$ cat src/hdl/cna_pkg.sv
// Package: shared widths, datapath struct and arctangent constants for the CORDIC core.
package cna_pkg;

  localparam int XW = 18;            // CORDIC x/y datapath width
  localparam int AW = 17;            // angle accumulator width
  localparam int MAX_STEPS = 14;     // entries in the arctangent table
  localparam int SHW = 4;            // normalization shift amount width

  localparam logic [15:0] HALF_TURN = 16'h8000;
  localparam logic [15:0] ZERO_ANGLE = 16'h0000;

  // atan(2^-i), 65536 per turn
  localparam logic [15:0] ATAN_STEP [0:MAX_STEPS-1] = '{
    16'h2000, 16'h12e4, 16'h09fb, 16'h0511, 16'h028b, 16'h0146, 16'h00a3,
    16'h0051, 16'h0029, 16'h0014, 16'h000a, 16'h0005, 16'h0003, 16'h0001
  };

  typedef struct packed {
    logic signed [XW-1:0] x;
    logic signed [XW-1:0] y;
    logic signed [AW-1:0] acc;
    logic                 neg;    // real part was mirrored
    logic                 four;   // four-quadrant mode
    logic                 zero;   // both parts zero
  } cna_vec_t;

endpackage

$ cat src/hdl/cna_if.sv
// Interfaces: input and result channels of the CORDIC core.
interface cna_in_if;
  logic               valid;
  logic               ready;
  logic signed [15:0] real_part;
  logic signed [15:0] imag_part;
  logic               four_quadrant;

  modport source(output valid, real_part, imag_part, four_quadrant, input ready);
  modport sink(input valid, real_part, imag_part, four_quadrant, output ready);
endinterface

interface cna_out_if;
  logic               valid;
  logic               ready;
  logic signed [15:0] angle;

  modport source(output valid, angle, input ready);
  modport sink(input valid, angle, output ready);
endinterface

$ cat src/hdl/cna_norm.sv
// Normalization: leading-sign count, shared shift, scale-down and left-plane mirror.
module cna_norm (
  input  logic                clk,
  input  logic                rst,
  input  logic                in_valid,
  output logic                in_ready,
  input  logic signed [15:0]  real_part,
  input  logic signed [15:0]  imag_part,
  input  logic                four_quadrant,
  output logic                out_valid,
  input  logic                out_ready,
  output cna_pkg::cna_vec_t   out_data
);

  // stage 1: shift amount
  logic                        s1_valid;
  logic signed [15:0]          s1_re;
  logic signed [15:0]          s1_im;
  logic [cna_pkg::SHW-1:0]     s1_shamt;
  logic                        s1_four;
  logic                        s1_zero;
  logic                        s1_ready;
  logic                        s2_ready;

  logic [15:0]                 diff;
  logic [cna_pkg::SHW-1:0]     shamt_next;

  // a set bit marks where a bit differs from its lower neighbor
  assign diff = (real_part ^ {real_part[14:0], 1'b0}) | (imag_part ^ {imag_part[14:0], 1'b0});

  always_comb begin
    shamt_next = '0;
    for (int i = 0; i < 16; i++) begin
      if (diff[i]) shamt_next = cna_pkg::SHW'(15 - i);
    end
  end

  assign s2_ready = !out_valid || out_ready;
  assign s1_ready = !s1_valid || s2_ready;
  assign in_ready = s1_ready;

  always_ff @(posedge clk) begin
    if (rst) begin
      s1_valid <= 1'b0;
    end else if (s1_ready) begin
      s1_valid <= in_valid;
    end
  end

  always_ff @(posedge clk) begin
    if (s1_ready) begin
      s1_re    <= real_part;
      s1_im    <= imag_part;
      s1_shamt <= shamt_next;
      s1_four  <= four_quadrant;
      s1_zero  <= (real_part == '0) && (imag_part == '0);
    end
  end

  // stage 2: shift, divide by four, mirror
  logic signed [15:0]          sh_re;
  logic signed [15:0]          sh_im;
  logic signed [cna_pkg::XW-1:0] ext_re;
  logic signed [cna_pkg::XW-1:0] ext_im;
  cna_pkg::cna_vec_t           s2_next;

  assign sh_re  = s1_re << s1_shamt;
  assign sh_im  = s1_im << s1_shamt;
  assign ext_re = {{(cna_pkg::XW-14){sh_re[15]}}, sh_re[15:2]};
  assign ext_im = {{(cna_pkg::XW-14){sh_im[15]}}, sh_im[15:2]};

  always_comb begin
    s2_next.x    = sh_re[15] ? -ext_re : ext_re;
    s2_next.y    = ext_im;
    s2_next.acc  = '0;
    s2_next.neg  = sh_re[15];
    s2_next.four = s1_four;
    s2_next.zero = s1_zero;
  end

  always_ff @(posedge clk) begin
    if (rst) begin
      out_valid <= 1'b0;
    end else if (s2_ready) begin
      out_valid <= s1_valid;
    end
  end

  always_ff @(posedge clk) begin
    if (s2_ready) begin
      out_data <= s2_next;
    end
  end

endmodule

$ cat src/hdl/cna_cordic_stage.sv
// One CORDIC vectoring iteration with its own pipeline register.
module cna_cordic_stage #(
  parameter int IDX = 0
) (
  input  logic              clk,
  input  logic              rst,
  input  logic              in_valid,
  output logic              in_ready,
  input  cna_pkg::cna_vec_t in_data,
  output logic              out_valid,
  input  logic              out_ready,
  output cna_pkg::cna_vec_t out_data
);

  logic signed [cna_pkg::XW-1:0] x;
  logic signed [cna_pkg::XW-1:0] y;
  logic signed [cna_pkg::AW-1:0] acc;
  logic signed [cna_pkg::XW-1:0] xs;
  logic signed [cna_pkg::XW-1:0] ys;
  logic signed [cna_pkg::AW-1:0] step;
  cna_pkg::cna_vec_t             data_next;

  assign x    = in_data.x;
  assign y    = in_data.y;
  assign acc  = in_data.acc;
  assign xs   = x >>> IDX;
  assign ys   = y >>> IDX;
  assign step = {1'b0, cna_pkg::ATAN_STEP[IDX]};

  // y >= 0 rotates clockwise
  always_comb begin
    data_next = in_data;
    if (!y[cna_pkg::XW-1]) begin
      data_next.x   = x + ys;
      data_next.y   = y - xs;
      data_next.acc = acc + step;
    end else begin
      data_next.x   = x - ys;
      data_next.y   = y + xs;
      data_next.acc = acc - step;
    end
  end

  assign in_ready = !out_valid || out_ready;

  always_ff @(posedge clk) begin
    if (rst) begin
      out_valid <= 1'b0;
    end else if (in_ready) begin
      out_valid <= in_valid;
    end
  end

  always_ff @(posedge clk) begin
    if (in_ready) begin
      out_data <= data_next;
    end
  end

endmodule

$ cat src/hdl/cordic_atan_normalized_core.sv
// Top level: normalized CORDIC arctangent pipeline.
//
//   channel | dir | handshake      | payload
//   --------+-----+----------------+----------------------------------------------
//   din     | in  | valid / ready  | real_part[15:0], imag_part[15:0], four_quadrant
//   dout    | out | valid / ready  | angle[15:0]
//
// One item per cycle sustained while dout is ready; CORDIC_STEPS + 3 register stages (two
// normalization, one per CORDIC step, output).
// Every stage has its own valid bit and advances when empty or when the next stage
// moves, so bubbles close up and items keep entering while a result waits.
// Reset (rst, synchronous) clears only the valid bits; data registers are not reset.
// A stall on dout holds every item in place; nothing is dropped or repeated.
module cordic_atan_normalized_core #(
  parameter int CORDIC_STEPS = 14   // 8..14
) (
  input  logic      clk,
  input  logic      rst,
  cna_in_if.sink    din,
  cna_out_if.source dout
);

  // stage index 0 is the normalizer output, k+1 the output of CORDIC step k
  logic              vld [0:CORDIC_STEPS];
  logic              rdy [0:CORDIC_STEPS];
  cna_pkg::cna_vec_t dat [0:CORDIC_STEPS];

  cna_norm u_norm (
    .clk           (clk),
    .rst           (rst),
    .in_valid      (din.valid),
    .in_ready      (din.ready),
    .real_part     (din.real_part),
    .imag_part     (din.imag_part),
    .four_quadrant (din.four_quadrant),
    .out_valid     (vld[0]),
    .out_ready     (rdy[0]),
    .out_data      (dat[0])
  );

  for (genvar k = 0; k < CORDIC_STEPS; k++) begin : g_step
    cna_cordic_stage #(.IDX(k)) u_stage (
      .clk       (clk),
      .rst       (rst),
      .in_valid  (vld[k]),
      .in_ready  (rdy[k]),
      .in_data   (dat[k]),
      .out_valid (vld[k+1]),
      .out_ready (rdy[k+1]),
      .out_data  (dat[k+1])
    );
  end

  // final combine: a zero vector gives a zero angle; the right half plane passes the sum;
  // the left half plane negates it, or subtracts it from a half turn in four-quadrant mode
  cna_pkg::cna_vec_t last;
  logic [15:0]       acc16;
  logic [15:0]       angle_next;
  logic              out_v;
  logic [15:0]       angle_q;

  assign last  = dat[CORDIC_STEPS];
  assign acc16 = last.acc[15:0];

  always_comb begin
    priority if (last.zero) begin
      angle_next = cna_pkg::ZERO_ANGLE;
    end else if (!last.neg) begin
      angle_next = acc16;
    end else if (last.four) begin
      angle_next = cna_pkg::HALF_TURN - acc16;
    end else begin
      angle_next = cna_pkg::ZERO_ANGLE - acc16;
    end
  end

  assign rdy[CORDIC_STEPS] = !out_v || dout.ready;

  always_ff @(posedge clk) begin
    if (rst) begin
      out_v <= 1'b0;
    end else if (rdy[CORDIC_STEPS]) begin
      out_v <= vld[CORDIC_STEPS];
    end
  end

  always_ff @(posedge clk) begin
    if (rdy[CORDIC_STEPS]) begin
      angle_q <= angle_next;
    end
  end

  assign dout.valid = out_v;
  assign dout.angle = angle_q;

endmodule

$ cat src/flat_wrapper.sv
// flat-port wrapper written by rule: the top's interface ports become plain ports
module cordic_atan_normalized_core_flat 
#(
  parameter int CORDIC_STEPS = 14           
)
  (clk, rst, din_valid, din_real_part, din_imag_part, din_four_quadrant, din_ready, dout_valid, dout_angle, dout_ready);
  cna_in_if din_i ();
  cna_out_if dout_i ();
  input  logic clk;
  input  logic rst;
  input wire logic [$bits(din_i.valid)-1:0] din_valid;
  input wire logic [$bits(din_i.real_part)-1:0] din_real_part;
  input wire logic [$bits(din_i.imag_part)-1:0] din_imag_part;
  input wire logic [$bits(din_i.four_quadrant)-1:0] din_four_quadrant;
  output wire logic [$bits(din_i.ready)-1:0] din_ready;
  output wire logic [$bits(dout_i.valid)-1:0] dout_valid;
  output wire logic [$bits(dout_i.angle)-1:0] dout_angle;
  input wire logic [$bits(dout_i.ready)-1:0] dout_ready;
  assign din_i.valid = din_valid;
  assign din_i.real_part = din_real_part;
  assign din_i.imag_part = din_imag_part;
  assign din_i.four_quadrant = din_four_quadrant;
  assign din_ready = din_i.ready;
  assign dout_valid = dout_i.valid;
  assign dout_angle = dout_i.angle;
  assign dout_i.ready = dout_ready;
  cordic_atan_normalized_core #(.CORDIC_STEPS(CORDIC_STEPS)) u_core (.clk(clk), .rst(rst), .din(din_i), .dout(dout_i));
endmodule
$ cat config.mk
export PLATFORM = sky130hd
export DESIGN_NAME = cordic_atan_normalized_core_flat
export DESIGN_NICKNAME = d
export VERILOG_FILES = /design/src/hdl/cna_pkg.sv /design/src/hdl/cna_if.sv /design/src/hdl/cna_norm.sv /design/src/hdl/cna_cordic_stage.sv /design/src/hdl/cordic_atan_normalized_core.sv /design/src/flat_wrapper.sv
export SDC_FILE = /design/constraint.sdc
export NUM_CORES = 2
export LEC_CHECK = 0
export BUFFER_PORTS_ARGS = -buffer_cell sky130_fd_sc_hd__buf_2
export CAP_MARGIN = 40
export CORE_MARGIN = 2
export CORE_UTILIZATION = 45
export DETAILED_ROUTE_END_ITERATION = 8
export PLACE_DENSITY = 0.7
export SLEW_MARGIN = 20
export SYNTH_ARGS = -nofsm -noshare
export SYNTH_HDL_FRONTEND = slang
export SYNTH_SLANG_ARGS = --single-unit
export TNS_END_PERCENT = 50
$ cat constraint.sdc
create_clock -name clk -period 12.9 [get_ports clk]
set_input_delay 0.645 -clock clk [delete_from_list [all_inputs] [get_ports clk]]
set_output_delay 0.645 -clock clk [all_outputs]
set_load 0.05 [all_outputs]
==> results.tsv <==
stage	metric	value	unit
placement	placed insts	7359	
yosys	ys flop type	edfxtp_1	
placement	# port buffers	54	
hold_path	Hold Crit Endpoint	u_core.u_norm.s1_re[15]	
worst_setup_path	WP data required	12260	ps
grt	Global Route Usage Sum	19.1	%
floorplan	DIE HEIGHT	360	um
sta	Final Skew	23.4	ps
cts	CTS tree	yes	
sta	Fin. Hold Viols	0	
route	WL final	127	mm
yosys	sequential area share after synthesis	39.2	%
grt	first-pass GRT wire length	207	mm
status	outcome	finished, final reports clean	
sta	max-slew violations	0	
hold_path	Worst Hold Class	input port to flip-flop	
grt	antenna violations before repair	1	
sta	fmax	0.194	GHz
grt	remaining global-route overflow	0	
sta	Final Cycle Share	40.0	%
hold_path	WHS Path Cells	1	
yosys	Avg Inst Size Synth	10.0	um2
cts	total CTS buffers	86	
cts	hold_buf cts	0	
floorplan	chip width	360	um
yosys	ys async rst share	0	%
yosys	mapped cell area	57100	um2
layout	nets	6525	
cts	Clock Tree Buf Depth	3	
yosys	Syn Inst Count	5708	
placement	routability cong.	0.919	
floorplan	die area	130000	um2
placement	HPWL Detailed	97.9	mm
worst_setup_path	kind of critical path	flip-flop to primary output	
cts	Worst-Skew Late Latency	680	ps
floorplan	core area	126000	um2
worst_setup_path	cells on worst reg2reg path	14	
floorplan	Initial Utilization	45.4	%
route	vias	42500	
worst_setup_path	flop2flop setup slack	8790	ps
route	DR DRC count	0	
route	post-route ant nets	0	
grt	vias in the first global route	40800	
layout	share of cells above drive strength 1	5.77	%
route	drt wl/cell	16.8	um
worst_setup_path	critical path arrival	4520	ps
sta	Final TNS setup	0	ps
grt	largest net degree at the start of global routing	57	
hold_path	Hold Crit Start	din_real_part[15]	
route	Detailed Routing Iterations Pass 1	6	
cts	depth of the CTS H-tree	3	
cts	buffer count from post-CTS setup fixing	0	
floorplan	Rows	130	
yosys	Post-synth EDFFs	734	
sta	Final Critical Period	5160	ps
worst_setup_path	RR Endpoint	u_core.g_step[10].u_stage.out_data[37]	
floorplan	boundary pin count	55	
layout	Area Growth Syn to Fin	9.26	%
sta	Slew HR	34.1	%
yosys	Syn. warnings	0	
yosys	Yosys cell types	92	
worst_setup_path	CP Launch Type	flip-flop	
cts	clock sink total	751	
sta	Final Setup Violations	0	
sta	RSZ-0062 raised after global routing	false	
yosys	FF+latch count, synth	751	
worst_setup_path	CP endpoint kind	primary output	
route	Initial DRC Count	2692	
cts	Reg clk slew, reported paths	60	ps
layout	Finished Layout Cells	7524	
worst_setup_path	Worst Path Max Fanout	55	
cts	root buffer cell	clkbuf_16	
flow_run	Max Cap Violations	0	
worst_setup_path	reg2reg start	u_core.g_step[9].u_stage.out_data[51]	
cts	quantity of gates resized following cts	0	
sta	Tightest Pin Transition	974	ps
route	DR vias/cell	5.64	
cell families after synthesis:
family | synth area share, %
compound gates | 16.2
xor+xnor | 10.8
fa+ha+maj | 15.5
buf+inv | 3.22
flops | 39.2
mux | 1.85
other cells | 0.00657
simple gates | 13.2
per-layer routing:
| layer | track usage, % | part of all wire (%) | vias to the layer above | wire (um) |
|---|---|---|---|---|
| met5 | 0 | 0 | - | 0 |
| li1 | - | - | 21200 | - |
| met4 | 5.82 | 2.9 | 0 | 3630 |
| met3 | 2.29 | 4.3 | 225 | 5420 |
| met2 | 32.7 | 48 | 848 | 60200 |
| met1 | 25.3 | 45 | 20200 | 57400 |
state kept, by name, indices dropped and copies added (netlist names):
name	flops
u_core.dout.angle	16
u_core.dout.valid	1
u_core.g_step.u_stage.out_data	645
u_core.g_step.u_stage.out_valid	14
u_core.u_norm.out_data	35
u_core.u_norm.out_valid	1
u_core.u_norm.s1_four	1
u_core.u_norm.s1_im	16
u_core.u_norm.s1_re	16
u_core.u_norm.s1_shamt	4
u_core.u_norm.s1_valid	1
u_core.u_norm.s1_zero	1
area by class of cell:
cell class	instances	area [um2]
Fill cell	11300	63400
Multi-Input combinational cell	4478	32900
Sequential cell	751	22400
Clock buffer	98	2220
Tap cell	1650	2060
Inverter	392	1470
Clock inverter	62	701
Timing Repair Buffer	92	631
Antenna cell	1	2.50
Yosys cell counts (73+ instances only):
library cell / instances / area share [%]
nand3_1: 87 / 0.76
o21bai_1: 73 / 0.96
o21a_1: 88 / 1.2
nand2_1: 233 / 1.5
clkbuf_1: 73 / 0.48
nor3_1: 208 / 1.8
nor2b_1: 84 / 0.92
a21oi_1: 467 / 4.1
xnor2_1: 483 / 7.4
inv_1: 384 / 2.5
o21ai_0: 264 / 2.3
edfxtp_1: 734 / 39
ha_1: 653 / 14
a21o_1: 108 / 1.4
nor2_1: 552 / 3.6
xor2_1: 222 / 3.4
metrics by stage:
stage | setup slack (ps) | util, % | hold slack (ps) | cell area [um2]
floorplan | 7240 | - | 400 | 57100
global placement | 8150 | 47.2 | 401 | 59300
detailed placement | 7950 | 47.3 | 405 | 59400
CTS | 7620 | 49.6 | 122 | 62300
global route | 7420 | 49.6 | 145 | 62400
finish | 7740 | 49.6 | 166 | 62400
cells in the final DEF (no fill, tap or decap), types with 18 or more instances in the layout:
cell,Yosys,routed
a211oi_1,63,63
and3_1,53,53
or3_1,46,46
buf_2,8,54
nor4_1,47,47
and2_1,47,47
o21bai_1,73,73
nor2b_1,84,84
mux2i_1,49,49
buf_4,0,29
a21oi_1,467,467
o21ai_0,264,264
inv_1,384,380
nand3_1,87,85
a31oi_1,63,63
mux2_2,26,26
nand4_1,24,24
nor3_1,208,208
o31ai_1,28,28
or2_2,17,18
or4_1,24,24
edfxtp_1,734,734
o31a_1,22,22
o21a_1,88,88
nor3b_1,20,20
o311ai_0,21,21
o41ai_1,24,24
a211o_1,20,20
fa_1,34,34
o211ai_1,44,44
xor2_1,222,222
nor2_1,552,552
ha_1,653,653
a31o_2,21,21
xnor2_1,483,483
nand2b_1,54,54
a21o_1,108,108
nand2_1,233,228
clkbuf_16,0,87
critical path, stage by stage, from the launching register on:
cell	delay, ps
dfxtp_1	320
nor2b_1	320
and3_1	310
and3_1	270
inv_2	40
buf_4	320
nor3_1	530
and2_1	370
nand4_1	130
buf_4	280
or2_2	330
buf_4	280
buf_2	290
worst max path at each step:
stage | startpoint | end | cells past startpoint
finish | u_core.dout.valid | din_ready | 12
global route | u_core.dout.valid | din_ready | 12
CTS | u_core.dout.valid | din_ready | 12
detailed placement | dout_ready | din_ready | 13
global placement | dout_ready | din_ready | 13
floorplan | u_core.dout.valid | u_core.g_step[4].u_stage.out_data[0] | 8
Power is left out: the tool's default activity adds up to more than one toggle a clock period on the data nets, which glitch-free logic cannot reach.
